$ cat config.mk
export PLATFORM = sky130hd
export DESIGN_NAME = ptk_ram
export DESIGN_NICKNAME = d
export VERILOG_FILES = /design/src/rtl/ptk_ram.sv
export SDC_FILE = /design/constraint.sdc
export NUM_CORES = 2
export LEC_CHECK = 0
export BUFFER_PORTS_ARGS = -buffer_cell sky130_fd_sc_hd__buf_4
export CAP_MARGIN = 20
export CORE_MARGIN = 2
export CORE_UTILIZATION = 52
export DETAILED_ROUTE_END_ITERATION = 8
export GPL_TIMING_DRIVEN = 0
export PLACE_DENSITY = 0.68
export SYNTH_ARGS = -nofsm -noshare
export SYNTH_HDL_FRONTEND = slang
export SYNTH_SLANG_ARGS = --single-unit
$ cat constraint.sdc
create_clock -name clk -period 7.98 [get_ports clk]
set_input_delay 1.596 -clock clk [delete_from_list [all_inputs] [get_ports clk]]
set_output_delay 1.596 -clock clk [all_outputs]
set_load 0.05 [all_outputs]
$ cat src/rtl/ptk_ram.sv
// ----------------------------------------------------------------------------
// ptk_ram
// Generic single-write, single-read synchronous RAM with registered read.
// ----------------------------------------------------------------------------
module ptk_ram #(
  parameter int WIDTH = 32,
  parameter int DEPTH = 64
) (
  input  logic                     clk,
  input  logic                     we,
  input  logic [$clog2(DEPTH)-1:0] waddr,
  input  logic [WIDTH-1:0]         wdata,
  input  logic [$clog2(DEPTH)-1:0] raddr,
  output logic [WIDTH-1:0]         rdata
);

  logic [WIDTH-1:0] mem [DEPTH];

  always_ff @(posedge clk) begin
    if (we) begin
      mem[waddr] <= wdata;
    end
    rdata <= mem[raddr];
  end

endmodule

Yosys cells after proc, flatten, opt, wreduce, memory -nomap -nowiden

Memories as Yosys holds them, arrays and structs flattened. A register that Yosys moved wholly into a read port is not among the register bits.
Cells that the tools add are included.

Muxes and demuxes: 2

Operators with widths:

| operator         | number |
|---|---|
| 2-to-1 mux 1 bit | 2 |

Memories kept: 1
Output and inout port bits: 32
Logic and storage cells: 3
Bits of input ports: 46
RAM bits: 2048
Bits in registers: 0

Memories:

| name | words | bits a word | read ports | clocked after Yosys merged registers in | write ports | line | source |
|---|---|---|---|---|---|---|---|
| mem  | 64    | 32          | 1          | 1                                       | 1           | 17   | `logic [WIDTH-1:0] mem [DEPTH];` |

Longest topological paths before layout

Depth in word-level cells: 2
Gate-level depth with buffers: 10
Depth with buffers taken out: 5

Worst setup path after synthesis

OpenSTA, ideal clock, no wires.

Kind: input port to flip-flop
From: input waddr[3]
To: memory mem[48][0] (enable)
Path slack: 3224 ps
Cell stages on the path: 4
Setup time: 461 ps
Arrival time: 4295 ps
Path through: clkbuf_1 nor2b_1 nand4b_1 nor3_1

RTL lines:

| what        | line | source |
|---|---|---|
| from (decl) | 11   | `input logic [$clog2(DEPTH)-1:0] waddr,` |
| to (decl)   | 17   |  |

No word-level cell before the write port.

==> flow_results.xml <==
<?xml version="1.0" encoding="UTF-8"?>
<metrics>
  <group name="pwr">
    <metric name="p_leak" unit="nW">28.14</metric>
    <metric name="power_report.internal_total" unit="mW">17.55</metric>
    <metric name="swShare" unit="%">22.26</metric>
    <metric name="netSwitchingPower" unit="mW">5.027</metric>
    <metric name="sequential_share_of_power" unit="%">53.7</metric>
    <metric name="power.density_cell_area" unit="nW/um2">249.8</metric>
    <metric name="peakVddDrop" unit="mV">0.2164</metric>
    <metric name="post_route_total_power" unit="mW">22.58</metric>
    <metric name="comb_power_share" unit="%">6.0</metric>
    <metric name="power.share.clock" unit="%">40.3</metric>
  </group>
  <group name="timing">
    <metric name="setup_repair_after_global_routing_missed_its_margin" unit="">false</metric>
    <metric name="clock-skew-final" unit="ns">0.03806</metric>
    <metric name="timing_worst_slew_pin_value" unit="ns">1.278</metric>
    <metric name="timing.final.hold_violations" unit="">0</metric>
    <metric name="finalCriticalPeriod" unit="ns">5.017</metric>
    <metric name="post-route-worst-setup-slack" unit="ns">2.963</metric>
    <metric name="setup_violations" unit="">0</metric>
    <metric name="hold_slack" unit="ns">0.8859</metric>
    <metric name="max-slew-margin-rel" unit="%">14.81</metric>
    <metric name="finalCritPeriodShare" unit="%">62.87</metric>
    <metric name="maxClockFrequency" unit="GHz">0.1993</metric>
    <metric name="report.final.slew_viol_count" unit="">0</metric>
  </group>
  <group name="grt">
    <metric name="antenna_found_initial" unit="">9</metric>
    <metric name="globalRouteTotalUtil" unit="%">31.06</metric>
    <metric name="grt_start_max_net_pins" unit="">65</metric>
    <metric name="global_route.overflow_total" unit="">0</metric>
    <metric name="vias_in_the_first_global_route" unit="">38508</metric>
    <metric name="grt_first_pass_wirelength" unit="um">319200</metric>
  </group>
  <group name="drt">
    <metric name="route.detailed.vias_per_inst" unit="">6.785</metric>
    <metric name="vias" unit="">40045</metric>
    <metric name="drc" unit="">0</metric>
    <metric name="wirelength" unit="um">235500</metric>
    <metric name="avgRoutedWirePerCell" unit="um">39.89</metric>
    <metric name="first_pass_drt_iterations" unit="">6</metric>
    <metric name="ant_nets" unit="">0</metric>
    <metric name="detail_route.iter0.violations" unit="">7279</metric>
  </group>
  <group name="critical_path">
    <metric name="end_kind" unit="">flop</metric>
    <metric name="cp-start-kind" unit="">input port</metric>
    <metric name="crit-reg2reg-capture" unit="">rdata[18]</metric>
    <metric name="timing.critical_path.required" unit="ns">8.65</metric>
    <metric name="timing_worst_setup_path_type" unit="">in -&gt; reg</metric>
    <metric name="r2r_setup_slack" unit="ns">5.17</metric>
    <metric name="r2r.worst_path.cells" unit="">4</metric>
    <metric name="worst-endpoint-arrival" unit="ns">5.69</metric>
    <metric name="cp_max_fo" unit="">10</metric>
    <metric name="crit-reg2reg-launch" unit="">mem[31][18]</metric>
  </group>
  <group name="yosys">
    <metric name="yosys_register_bits" unit="">2080</metric>
    <metric name="synth.yosys.warnings" unit="">0</metric>
    <metric name="async_reset_ff_share" unit="%">0</metric>
    <metric name="synth-edff-count" unit="">2048</metric>
    <metric name="synth.yosys.seq_area_share" unit="%">79.14</metric>
    <metric name="synthCells" unit="">3324</metric>
    <metric name="synthesis.area" unit="um2">78520</metric>
    <metric name="syn_nets" unit="">3370</metric>
    <metric name="synth_cell_type_count" unit="">34</metric>
    <metric name="syn_area_per_cell" unit="um2">23.62</metric>
    <metric name="yosys_most_used_dff" unit="">edfxtp_1</metric>
  </group>
  <group name="clock_tree">
    <metric name="tritoncts.num_buffers" unit="">202</metric>
    <metric name="cts.hold.buffers_added" unit="">0</metric>
    <metric name="cts_sinks" unit="">2080</metric>
    <metric name="cts_htree_levels" unit="">4</metric>
    <metric name="clkLatencyLatePin" unit="ns">0.84</metric>
    <metric name="post-cts-setup-buffer-count" unit="">0</metric>
    <metric name="ctsRootBufferMaster" unit="">clkbuf_16</metric>
    <metric name="cts.repair.resized" unit="">0</metric>
    <metric name="worst_case_clock_buffer_depth" unit="">3</metric>
    <metric name="path_clk_slew" unit="ns">0.06</metric>
    <metric name="tritoncts" unit="">built</metric>
  </group>
  <group name="placed_design">
    <metric name="preCtsSetupSlack" unit="ns">2.326</metric>
    <metric name="dpl_cell_area" unit="um2">84120</metric>
    <metric name="dpl.hpwl" unit="um">150900</metric>
    <metric name="numPortBuffers" unit="">69</metric>
    <metric name="place.gp.congestion" unit="">0.8532</metric>
    <metric name="placed_cells" unit="">5515</metric>
  </group>
  <group name="final_layout">
    <metric name="final_layout_size_suffix_gt1_share" unit="%">29.60</metric>
    <metric name="filler_instances" unit="">10242</metric>
    <metric name="post_route_insts_no_fill" unit="">5902</metric>
    <metric name="layout.cells.most_common" unit="">edfxtp_1</metric>
    <metric name="area_added_between_synthesis_and_finish" unit="%">15.13</metric>
    <metric name="sequential_cell_area" unit="um2">62140</metric>
    <metric name="multi_input_comb_area" unit="um2">15970</metric>
    <metric name="finalInstanceArea" unit="um2">90400</metric>
    <metric name="layout_common_cells" unit="">edfxtp_1 (2048), mux4_2 (544), clkbuf_16 (206)</metric>
    <metric name="nets" unit="">3750</metric>
  </group>
  <group name="die">
    <metric name="die_height" unit="um">392.6</metric>
    <metric name="initial_core_util" unit="%">52.36</metric>
    <metric name="fp-row-count" unit="">142</metric>
    <metric name="fp.dieArea" unit="um2">154100</metric>
    <metric name="die_w" unit="um">392.6</metric>
    <metric name="core-area" unit="um2">150000</metric>
    <metric name="io_pins" unit="">78</metric>
  </group>
  <group name="hold_path">
    <metric name="min_delay_path_depth" unit="">4</metric>
    <metric name="timing.hold.worst.start" unit="">mem[29][17]</metric>
    <metric name="hold_path.class" unit="">reg -&gt; reg</metric>
    <metric name="hold-path-endpoint" unit="">rdata[17]</metric>
  </group>
  <group name="job">
    <metric name="cap_violations" unit="">0</metric>
  </group>
  <group name="status">
    <metric name="status" unit="">complete, no violations</metric>
  </group>
</metrics>
==> metal layers <==
layer	track usage [%]	wire, um	vias to the layer above
li1	-	-	15075
met3	7.914	33370	541
met5	0	38	-
met1	43.84	83130	21166
met4	13.88	12290	6
met2	46.31	106600	3257
==> sequential cells by signal, indices dropped and copies added, names as in the netlist <==
name	count
mem	2048
rdata	32
==> final cells by class <==
cell class	count	share of cell area, %
antenna	7	0.01938
buffer	182	0.9813
clock buffer	250	5.885
clock inverter	129	1.027
multi-input combinational	1062	17.66
sequential	2080	68.74
tap	2016	2.790
timing repair buffer	176	2.894
==> worst max-delay path, stage by stage <==
cell,delay (ns)
buf_2,0.38
buf_2,0.49
buf_2,0.40
buf_1,0.82
mux4_2,0.41
mux2i_1,0.34
a21oi_1,0.37
a21oi_1,0.67
nor2_1,0.18
==> power by group through the flow <==
stage / clock [mW] / sequential [mW] / combinational, mW
2_1_floorplan: 0 / 12.4 / 0.588
3_3_place_gp: 0 / 12.4 / 1.27
3_5_place_dp: 0 / 12.4 / 1.33
4_1_cts: 9.14 / 12.1 / 1.33
5_1_grt: 9.58 / 12.1 / 1.38
6_report: 9.11 / 12.1 / 1.35
==> stage by stage <==
stage | TNS, ns | util, %
2_1_floorplan | 0 | -
3_3_place_gp | -43.01 | 54.39
3_5_place_dp | 0 | 56.09
4_1_cts | 0 | 60.26
5_1_grt | 0 | 60.27
6_report | 0 | 60.28
==> synth_stat cells (5+ instances only) <==
| cell type | instances | area share (%) |
|---|---|---|
| edfxtp_1 | 2048 | 78 |
| mux2i_1 | 93 | 1.2 |
| buf_4 | 25 | 0.24 |
| nand2b_1 | 8 | 0.064 |
| clkbuf_1 | 74 | 0.35 |
| dfxtp_1 | 32 | 0.82 |
| buf_1 | 21 | 0.10 |
| buf_6 | 5 | 0.072 |
| a21oi_1 | 62 | 0.40 |
| nand3_1 | 5 | 0.032 |
| mux4_2 | 544 | 16 |
| nor2b_1 | 15 | 0.12 |
| buf_2 | 57 | 0.36 |
| nand2_1 | 26 | 0.12 |
| nor2_1 | 137 | 0.65 |
| o22ai_1 | 84 | 0.67 |
| nor3_1 | 7 | 0.045 |
| a311oi_1 | 8 | 0.089 |
| o221ai_1 | 27 | 0.30 |
| nand3b_1 | 5 | 0.048 |
| a22oi_1 | 12 | 0.11 |
==> cells by family (layout without fill, tap and decap cells) <==
kind of cell / after synthesis / after routing / synth area share, %
and+or+nand+nor: 223 / 223 / 1.265
DFF: 2080 / 2080 / 79.14
AOI/OAI and AO/OA: 202 / 202 / 1.673
other: 0 / 7 / 0
muxes: 637 / 637 / 16.79
buffers and inverters: 182 / 737 / 1.128
==> worst max-delay path by stage <==
| stage | slack, ns | to | start | depth (start not counted) |
|---|---|---|---|---|
| global route | 3.02 | rdata[15] | raddr[1] | 9 |
| CTS | 3.19 | rdata[15] | raddr[1] | 9 |
| global placement | -0.69 | mem[48][12] | waddr[3] | 4 |
| detailed placement | 2.33 | rdata[15] | raddr[1] | 9 |
| floorplan | 3.22 | mem[48][0] | waddr[3] | 4 |
| finish | 2.96 | rdata[15] | raddr[1] | 9 |
No activity file was read; power rests on OpenSTA's default activity.
