**src/rtl/ptk_pkg.sv**
```systemverilog
// ----------------------------------------------------------------------------
// ptk_pkg
// Shared sizes, codes and memory word layouts of the peer token bucket and
// key interval limiter.
// ----------------------------------------------------------------------------
package ptk_pkg;

  localparam int PEER_SLOTS          = 256;
  localparam int KEY_ENTRIES         = 64;
  localparam int PAIR_ENTRIES        = 64;
  localparam int TOKEN_FRACTION_BITS = 16;

  localparam int PEER_AW = $clog2(PEER_SLOTS);
  localparam int KEY_AW  = $clog2(KEY_ENTRIES);
  localparam int PAIR_AW = $clog2(PAIR_ENTRIES);

  // bucket level: 8 integer bits over the fraction
  localparam int LVL_W = 8 + TOKEN_FRACTION_BITS;
  // refill dividend: elapsed seconds shifted up by the fraction
  localparam int DVD_W = 32 + TOKEN_FRACTION_BITS;

  localparam int SCAN_N  = (KEY_ENTRIES > PAIR_ENTRIES) ? KEY_ENTRIES : PAIR_ENTRIES;
  localparam int PRUNE_N = (PEER_SLOTS > SCAN_N) ? PEER_SLOTS : SCAN_N;
  localparam int WALK_W  = $clog2(PRUNE_N + 1);

  localparam int CFG_AW = 5;

  typedef enum logic [1:0] {
    FUNC_FULL    = 2'd0,
    FUNC_CONSUME = 2'd1,
    FUNC_CHECK   = 2'd2,
    FUNC_COMMIT  = 2'd3
  } func_t;

  typedef enum logic [1:0] {
    VERD_OK     = 2'd0,
    VERD_EMPTY  = 2'd1,
    VERD_GLOBAL = 2'd2,
    VERD_PAIR   = 2'd3
  } verdict_t;

  typedef enum logic [2:0] {
    REG_PERIOD = 3'd0,
    REG_BURST  = 3'd1,
    REG_GMIN   = 3'd2,
    REG_PMIN   = 3'd3,
    REG_PIDLE  = 3'd4
  } reg_idx_t;

  typedef struct packed {
    logic [LVL_W-1:0] level;
    logic [31:0]      stamp;
  } bkt_word_t;

  typedef struct packed {
    logic [63:0] upper;
    logic [63:0] middle;
    logic [31:0] lower;
    logic [31:0] stamp;
  } gkey_word_t;

  typedef struct packed {
    logic [63:0] upper;
    logic [63:0] middle;
    logic [39:0] lower_peer;
    logic [31:0] stamp;
  } pkey_word_t;

endpackage

```
**src/rtl/ptk_div.sv**
```systemverilog
// ----------------------------------------------------------------------------
// ptk_div
// Restoring divider for the refill amount, one quotient bit per cycle.
// ----------------------------------------------------------------------------
module ptk_div (
  input  logic                    clk,
  input  logic                    rst_n,
  input  logic                    start,
  input  logic [ptk_pkg::DVD_W-1:0] dividend,
  input  logic [15:0]             divisor,
  output logic                    done,
  output logic [ptk_pkg::DVD_W-1:0] quo
);

  localparam int CNT_W = $clog2(ptk_pkg::DVD_W + 1);

  logic [ptk_pkg::DVD_W-1:0] quo_r;
  logic [15:0]               rem_r;
  logic [15:0]               dsr_r;
  logic [CNT_W-1:0]          cnt_r;
  logic                      busy_r;
  logic                      done_r;
  logic [16:0]               shifted;
  logic                      ge;
  logic [15:0]               rem_nxt;

  always_comb begin
    shifted = {rem_r, quo_r[ptk_pkg::DVD_W-1]};
    ge      = shifted >= {1'b0, dsr_r};
    rem_nxt = ge ? 16'(shifted - {1'b0, dsr_r}) : shifted[15:0];
  end

  always_ff @(posedge clk) begin
    if (!rst_n) begin
      busy_r <= 1'b0;
      done_r <= 1'b0;
      cnt_r  <= '0;
    end else begin
      done_r <= 1'b0;
      if (start) begin
        quo_r  <= dividend;
        rem_r  <= '0;
        dsr_r  <= divisor;
        cnt_r  <= CNT_W'(ptk_pkg::DVD_W);
        busy_r <= 1'b1;
      end else if (busy_r) begin
        rem_r <= rem_nxt;
        quo_r <= {quo_r[ptk_pkg::DVD_W-2:0], ge};
        cnt_r <= cnt_r - 1'b1;
        if (cnt_r == CNT_W'(1)) begin
          busy_r <= 1'b0;
          done_r <= 1'b1;
        end
      end
    end
  end

  assign done = done_r;
  assign quo  = quo_r;

endmodule

```
**config.mk**
```make
export PLATFORM = sky130hd
export DESIGN_NAME = ptk_div
export DESIGN_NICKNAME = d
export VERILOG_FILES = /design/src/rtl/ptk_pkg.sv /design/src/rtl/ptk_div.sv
export SDC_FILE = /design/constraint.sdc
export NUM_CORES = 1
export LEC_CHECK = 0
export BUFFER_PORTS_ARGS = -buffer_cell sky130_fd_sc_hd__buf_2
export CAP_MARGIN = 0
export CORE_ASPECT_RATIO = 1.2
export CORE_MARGIN = 4
export CORE_UTILIZATION = 43
export DETAILED_ROUTE_END_ITERATION = 16
export MAX_ROUTING_LAYER = met4
export PLACE_DENSITY = 0.67
export SKIP_CTS_REPAIR_TIMING = 1
export SLEW_MARGIN = 10
export SYNTH_ARGS = -nofsm -noshare
export SYNTH_HDL_FRONTEND = slang
export SYNTH_SLANG_ARGS = --single-unit
```
**constraint.sdc**
```tcl
create_clock -name clk -period 5.55 [get_ports clk]
set_input_delay 1.11 -clock clk [delete_from_list [all_inputs] [get_ports clk]]
set_output_delay 1.11 -clock clk [all_outputs]
set_load 0.005 [all_outputs]
```
# After elaboration in Yosys (flattened, before gate mapping)
# Index checks and enable logic that the tools add are counted.
dict set report totals {
  latchBits 0
  rom_bits 0
  inputBits 67
  mem_count 0
  reg_bits 88
  out_inout_bits 49
  ramBits 0
}
dict set report classes {
  addsub 2
  magnitude_cmp 1
  div_mod_pow 0
  n_reduce_logical 5
  n_shift 0
  bitwise_logic 2
  mul 0
  eq_ne 1
  muxes 10
}
# operator n
set ops {}
lappend ops {{$mux 48} 2}
lappend ops {{$mux 16} 2}
lappend ops {{$ge 17x16->1} 1}
lappend ops {{$sub 16x16->16} 1}
lappend ops {{$mux 6} 2}
lappend ops {{$eq 6x1->1 const B} 1}
lappend ops {{$sub 6x1->6 const B} 1}
lappend ops {{$mux 1} 4}
lappend ops {{$reduce_and 2->1} 2}
lappend ops {{$reduce_or 3->1} 1}
lappend ops {{$not 1->1} 2}
lappend ops {{$reduce_bool 2->1} 1}
lappend ops {{$reduce_or 2->1} 1}

# Longest topological paths before layout
# Gate-level depths: netlist of run 1.
dict set report depth {
  depth_word 4
  mapped_depth 12
  mapped_depth_nobuf 10
}

# Least setup slack after synthesis of run 1
# OpenSTA, ideal clock, no wires.
dict set report synth_path {
  kind {in2reg}
  start {input port start}
  end {register quo_r (netlist bit quo[0]), enable pin}
  slack_ps 2010
  arrival_ps 3113
  cell_stages 3
  path_buffers 2
  t_required_ps 5123
  setup_ps 427
  path_cell_list {clkbuf_1 -> clkbuf_1 -> o21a_1}
}
dict set report synth_between {
  elab_chain_cells 2
}
# element line
set synth_lines {}
lappend synth_lines {{start: declaration} ptk_div.sv:8} ;# input logic start,
lappend synth_lines {{$reduce_bool 2->1 (no line)} -}
lappend synth_lines {{$reduce_and 2->1 (no line)} -}
lappend synth_lines {{end signal: assignment} ptk_div.sv:41} ;# quo_r <= dividend;
lappend synth_lines {{end signal: assignment} ptk_div.sv:48} ;# quo_r <= {quo_r[ptk_pkg::DVD_W-2:0], ge};
lappend synth_lines {{end: declaration} ptk_div.sv:17} ;# logic [ptk_pkg::DVD_W-1:0] quo_r;
# No other way between the ends.
# A chain may end at the register's enable or synchronous reset.

# Final worst setup path of run 1
dict set report layout_path {
  start {input port start}
  end {register rem_r[13], enable pin}
}
dict set report layout_between {
  elab_chain_cells 2
}
# element line
set layout_lines {}
lappend layout_lines {{$reduce_bool 2->1 (no line)} -}
lappend layout_lines {{$reduce_and 2->1 (no line)} -}
lappend layout_lines {{end signal: assignment} ptk_div.sv:47} ;# rem_r <= rem_nxt;
lappend layout_lines {{end: declaration} ptk_div.sv:18} ;# logic [15:0] rem_r;
# No other way between the ends.

==> flow_metrics.tcl, run 1 <==
set metrics [dict create \
    fmax_ghz 0.357 \
    detailroute.via_count 3087 \
    synth.mux.area_fraction_pct 14.1 \
    coreArea_sq_mm 0.0101 \
    critPathBufInv 2 \
    drc 0 \
    worst_path_dominant_cell_family "buffers and inverters" \
    p_total_mw 1.78 \
    end_kind "register" \
    timing.critical_path.from_type "primary input" \
    yosys.area_share.xor_xnor_pct 3.53 \
    crit_slowest_cell "o21a_2" \
    postLayoutSetupSlackWorst_ns 2.75 \
    cts-buffers-inserted 9 \
    max_slew.worst_pin.slew_ns 0.868 \
    fin_worst_hold_slack_ns 0.501 \
    synthCells 339 \
    hold_path_class "reg -> reg" \
    drt_iter0_drc 162 \
    grt_pass1_vias 3194 \
    port-buffer-count 115 \
    setup_repair_after_global_routing_missed_its_margin "no" \
    die_y_microns 120 \
    clk_latency_ns 0.33 \
    vias_per_cell 5.26 \
    synth.yosys.seq_area_share_pct 57.4 \
    setup_viol 0 \
    synth.cell_area_sq_mm 0.00447 \
    first_pass_grt_wire_length_microns 15500 \
    cts_max_level 3 \
    critPathRequiredTime_ns 5.54 \
    synth-compound-area-share_pct 7.73 \
    cp_slowest_stage_delay_ns 0.77 \
    area_enclosed_by_the_die_boundary_sq_mm 0.0121 \
    place.detailed.hpwl_microns 7060 \
    drv.max_cap_violation_count 0 \
    p_leak_nw 2.27 \
    cp_cell_sequence "buf_2 > o21a_2 > buf_4" \
    synth.yosys.warnings 0 \
    most-common-layout-cells "115 x buf_2, 80 x edfxtp_1, 48 x mux2_2" \
    grt.total_usage_pct 16.8 \
    ios 116 \
    final-max-slew-violation-count 0 \
    area_growth_pct 22.0 \
    synth_top_family_by_area "multiplexers" \
    post_synthesis_adder_cell_area_fraction_pct 5.49 \
    synth-async-reset-ratio_pct 0 \
    worst-r2r-setup-slack_ns 2.78 \
    cts-root-buf "clkbuf_16" \
    die_x_microns 101 \
    nNetsFinal 542 \
    tns_ns 0 \
    worst-path-max-fanout 36 \
    antenna_cells_inserted 0 \
    critPathArrivalTime_ns 2.79 \
    cts_tree "yes" \
    mostFrequentLayoutCell "buf_2" \
    ir_drop_v 0.000164 \
    fin_crit_sh_pct 50.4 \
    floorplan.initialDensity_pct 44.4 \
    flop_and_latch_count_out_of_synthesis 88 \
    cts.clk_slew.worst_paths_ns 0.07 \
    power_density_mw_per_mm2 326 \
    drt-total-wl_microns 9690 \
    place_ws_ns 2.36 \
    drtPass1Iterations 4 \
    syn_area_per_cell_sq_um 13.2 \
    cts_num_sinks 88 \
    hold_violations 0 \
    clock-skew-final_ns 0.00782 \
    worstSetupPathType "in -> reg" \
    post_route_cells_drive_above_1_share_pct 41.4 \
    route.antenna.remaining_nets 0 \
    synth-simple-area-share_pct 8.20 \
    global_route.overflow_total 0 \
    post_drt_wl_per_cell_microns 16.5 \
    rows 40 \
    synth.net_count 425 \
    finalWeightedCongestion 0.874 \
    grt_antenna_before_repair 0 \
    synthDistinctLibCells 47 \
    outcome "completed" \
    largest_net_degree_at_the_start_of_global_routing 49 \
    fill_cells 835 \
    max-clock-path-buffers 2 \
    slew-limit-headroom_pct 42.1 \
    finalCriticalPeriod_ns 2.80 \
    synth-edff-count 80 \
    synth_top_flop_cell "edfxtp_1" \
]
[registers in the layout, summed over array words and instances, names as in the netlist]
name / cells
rem_r: 16
busy_r: 1
done: 1
quo: 48
cnt_r: 6
dsr_r: 16
[final timing paths]
kind | cells after the start | startpoint | endpoint
max | 3 | start | rem_r[13]$_SDFFCE_PP0P_
min | 2 | cnt_r[1]$_SDFFE_PP0P_ | cnt_r[1]$_SDFFE_PP0P_
max reg2reg | 9 | rem_r[13]$_SDFFCE_PP0P_ | rem_r[12]$_SDFFCE_PP0P_
min reg2reg | 2 | cnt_r[1]$_SDFFE_PP0P_ | cnt_r[1]$_SDFFE_PP0P_
[cell usage after synthesis, drive strengths merged, types with 2 or more instances]
master / count / share of area [%]
nor2: 30 / 2.6
a21boi: 3 / 0.50
dfxtp: 8 / 3.6
clkbuf: 9 / 0.76
a211oi: 5 / 1.3
a21oi: 13 / 1.5
nor3: 7 / 0.90
o21ai: 3 / 0.34
inv: 24 / 2.0
o22ai: 4 / 0.56
o21a: 5 / 0.84
a21o: 2 / 0.34
ha: 18 / 5.0
mux2: 48 / 12
xnor2: 9 / 1.8
xor2: 9 / 1.8
nand2b: 7 / 0.98
nand2: 11 / 0.92
o41ai: 2 / 0.39
nand3: 9 / 1.0
nor2b: 2 / 0.28
edfxtp: 80 / 54
buf: 3 / 0.81
a31oi: 3 / 0.56
mux2i: 9 / 2.0
and3: 3 / 0.45
[final cells by class]
cell class              count  area, sq um  share of cell area, %
multi-input cells         215         1750                   32.0
inverters                  24         90.1                   1.65
clock buffers               9          225                   4.13
flip-flops and latches     88         2560                   47.0
repair buffers            118          598                   11.0
well taps                 126          158                   2.89
clock inverters             7         70.1                   1.29
[cell families after synthesis]
family,count (synthesis)
flip-flops,88
AND/OR/NAND/NOR,74
multiplexers,57
AO/OA/AOI/OAI,47
buffers and inverters,36
adder cells (fa/ha/maj),19
XOR/XNOR,18
[metal layers]
layer,track usage (%),wire (microns),vias to the layer above
li1,-,-,1488
met1,22.1,4230,1468
met2,25.7,4600,115
met3,4.19,676,16
met4,5.40,180,0
met5,-,0,-
[tightest hold or removal path, delay by kind of cell, from the launching register on]
kind,cells,cell delay (ns)
flops,1,0.33
simple gates,1,0.08
compound gates,1,0.04
[stage by stage]
stage | util, % | instance area [sq um] | std cells
6_report | 54.2 | 5450 | 587
5_1_grt | 54.2 | 5450 | 587
4_1_cts | 54.2 | 5450 | 587
3_5_place_dp | 51.2 | 5150 | 571
3_3_place_gp | 51.2 | 5150 | 571
2_1_floorplan | - | 4470 | 339
[report_power, final]
part	switching (mW)	total, mW	internal, mW
registers	0.0281	0.819	0.791
logic	0.192	0.356	0.164
clock network	0.253	0.602	0.349
No activity file was read; power rests on OpenSTA's default activity.
==> inputs of run 2 (changes only) <==
--- a/config.mk
+++ b/config.mk
@@ -12,7 +12,7 @@
 export CORE_UTILIZATION = 43
 export DETAILED_ROUTE_END_ITERATION = 16
 export MAX_ROUTING_LAYER = met4
-export PLACE_DENSITY = 0.67
+export PLACE_DENSITY = 0.7
 export SKIP_CTS_REPAIR_TIMING = 1
 export SLEW_MARGIN = 10
 export SYNTH_ARGS = -nofsm -noshare
==> constraint.sdc (replaced) <==
create_clock -name clk -period 2.5 [get_ports clk]
set_input_delay 0.5 -clock clk [delete_from_list [all_inputs] [get_ports clk]]
set_output_delay 0.5 -clock clk [all_outputs]
set_load 0.005 [all_outputs]
==> flow_metrics.tcl, run 2 (same netlist as run 1, synthesis figures left out) <==
set metrics [dict create \
    multi_input_gate_area_in_the_final_layout_sq_mm 0.00189 \
    net-switching-power_mw 1.06 \
    port-buffer-count 115 \
    slew-limit-headroom_pct 53.5 \
    place.detailed.hpwl_microns 7030 \
    clk_latency_ns 0.33 \
    critPathArrivalTime_ns 2.52 \
    timing.critical_path.from_type "register" \
    cts.clk_slew.worst_paths_ns 0.06 \
    seq_area_sq_mm 0.00256 \
    clock-skew-final_ns 0.00578 \
    use_met2_pct 28.4 \
    hold_path_startpoint "divisor[12]" \
    fmax_ghz 0.411 \
    route.antenna.remaining_nets 0 \
    grt_pass1_vias 3425 \
    min_delay_worst_endpoint "dsr_r[12]$_DFFE_PP_" \
    crit-reg2reg-capture "rem_r[11]$_SDFFCE_PP0P_" \
    post_drt_wl_per_cell_microns 15.8 \
    drtPass1Iterations 5 \
    area_growth_pct 27.5 \
    coreArea_sq_mm 0.0101 \
    drt-total-wl_microns 9540 \
    p_int_mw 2.88 \
    setup_viol 0 \
    cts_num_sinks 88 \
    finalCriticalPeriod_ns 2.44 \
    cp_slowest_stage_delay_ns 0.45 \
    p_leak_nw 2.34 \
    drv.max_cap_violation_count 0 \
    largest_net_degree_at_the_start_of_global_routing 38 \
    max-clock-path-buffers 2 \
    outcome "completed" \
    drt_iter0_drc 108 \
    gr-usage-met3_pct 3.31 \
    worst-path-max-fanout 6 \
    postLayoutSetupSlackWorst_ns 0.0649 \
    drc 0 \
    grt_busiest_layer "met2" \
    stdcell_count 603 \
    power_density_mw_per_mm2 692 \
    max_slew.worst_pin.slew_ns 0.697 \
    fill_cells 818 \
    largest_reg_flops 48 \
    hold_path_depth 1 \
    floorplan.initialDensity_pct 44.4 \
    share_of_total_power_in_combinational_logic_pct 23.2 \
    cts_max_level 3 \
    detailroute.via_count 3151 \
    power.clock.fraction_pct 30.6 \
    critPathRequiredTime_ns 2.58 \
    rows 40 \
    hold_violations 0 \
    switching_share_pct 26.9 \
    worstSetupPathType "reg -> reg" \
    final-max-slew-violation-count 0 \
    finalCoreUtilization_pct 56.6 \
    post_route_cells_drive_above_1_share_pct 47.2 \
    cp_cell_sequence "ha_1 > a21oi_2 > inv_1 > and3_2 > a2111oi_1 > buf_4 > xor2_1 > o22ai_1" \
    layout.cell_area.non_filler_sq_mm 0.00570 \
    most-common-layout-cells "115 x buf_2, 80 x edfxtp_1, 48 x mux2_2" \
    end_kind "register" \
    cts-root-buf "clkbuf_16" \
    grt.total_usage_pct 17.1 \
    worst-r2r-setup-slack_ns 0.06 \
    grt_antenna_before_repair 0 \
    r2r_cells 8 \
    first_pass_grt_wire_length_microns 15900 \
    worst_path_dominant_cell_family "compound AO/OA/AOI/OAI gates" \
    fin_crit_sh_pct 97.4 \
    global_route.overflow_total 0 \
    hold_path_class "in -> reg" \
    place_inst 583 \
    cts-buffers-inserted 9 \
    crit_slowest_cell "a2111oi_1" \
    finalWeightedCongestion 0.912 \
    postPlaceCellArea_sq_mm 0.00526 \
    antenna_cells_inserted 0 \
    seq_power_share_pct 46.1 \
    mostFrequentLayoutCell "buf_2" \
    die_x_microns 101 \
    vias_per_cell 5.23 \
    grt.met1_usage_pct 20.2 \
    critPathBufInv 2 \
    worstReg2RegStart "rem_r[5]$_SDFFCE_PP0P_" \
    area_enclosed_by_the_die_boundary_sq_mm 0.0121 \
    nNetsFinal 558 \
    die_y_microns 120 \
    ios 116 \
    ir_drop_v 0.000426 \
    cts_tree "yes" \
    place_ws_ns -0.0108 \
]
[run 2: cell count changes in the layout (fill, tap and decap cells not counted), sizes merged]
cell,before,now
buf,118,134
clkinvlp,0,3
clkinv,5,3
bufinv,1,0
clkbuf,9,10
inv,25,24
[run 2: final cells by class]
type | count | share of cell area (%)
repair buffers | 134 | 12.9
clock buffers | 10 | 4.02
well taps | 126 | 2.77
clock inverters | 6 | 0.637
multi-input cells | 215 | 33.1
inverters | 24 | 1.58
flip-flops and latches | 88 | 45.0
[run 2: worst max-delay path by stage]
| stage | startpoint | endpoint | slack (ns) | cells past startpoint |
|---|---|---|---|---|
| 3_3_place_gp | rem_r[3]$_SDFFCE_PP0P_ | rem_r[15]$_SDFFCE_PP0P_ | 0.03 | 8 |
| 3_5_place_dp | rem_r[13]$_SDFFCE_PP0P_ | rem_r[8]$_SDFFCE_PP0P_ | -0.01 | 9 |
| 6_report | rem_r[5]$_SDFFCE_PP0P_ | rem_r[11]$_SDFFCE_PP0P_ | 0.06 | 8 |
| 4_1_cts | rem_r[13]$_SDFFCE_PP0P_ | rem_r[8]$_SDFFCE_PP0P_ | -0.06 | 9 |
| 5_1_grt | quo[47]$_DFFE_PP_ | rem_r[10]$_SDFFCE_PP0P_ | -0.04 | 11 |
| 2_1_floorplan | rem_r[13]$_SDFFCE_PP0P_ | quo[0]$_DFFE_PP_ | 0.17 | 9 |
[run 2: power by group through the flow]
stage                     combinational, mW  clock [mW]  sequential (mW)
final                                 0.917        1.21             1.82
after global routing                   1.02        1.30             1.83
after CTS                             0.840        1.24             1.82
after detailed placement              0.835           0             1.84
after global placement                0.814           0             1.84
after floorplan                       0.583           0             1.84
[run 2: through the flow]
| stage | hold slack [ns] | total power, mW | setup TNS, ns |
|---|---|---|---|
| after floorplan | 0.469 | 2.42 | 0 |
| after global placement | 0.483 | 2.65 | 0 |
| after detailed placement | 0.521 | 2.68 | -0.0108 |
| after CTS | 0.324 | 3.90 | -0.367 |
| after global routing | 0.326 | 4.15 | -0.128 |
| final | 0.339 | 3.94 | 0 |
[run 2: worst reg2reg max path, cell delays in order (launching register included)]
cell and delay, ns:
edfxtp_1 0.39, ha_1 0.41, a21oi_2 0.18, inv_1 0.08
and3_2 0.21, a2111oi_1 0.45, buf_4 0.19, xor2_1 0.16
o22ai_1 0.11
[run 2: layer usage]
layer,vias to the layer above,routed length (microns)
met5,-,0
met4,0,213
met3,17,611
met2,105,4920
met1,1513,3800
li1,1516,-
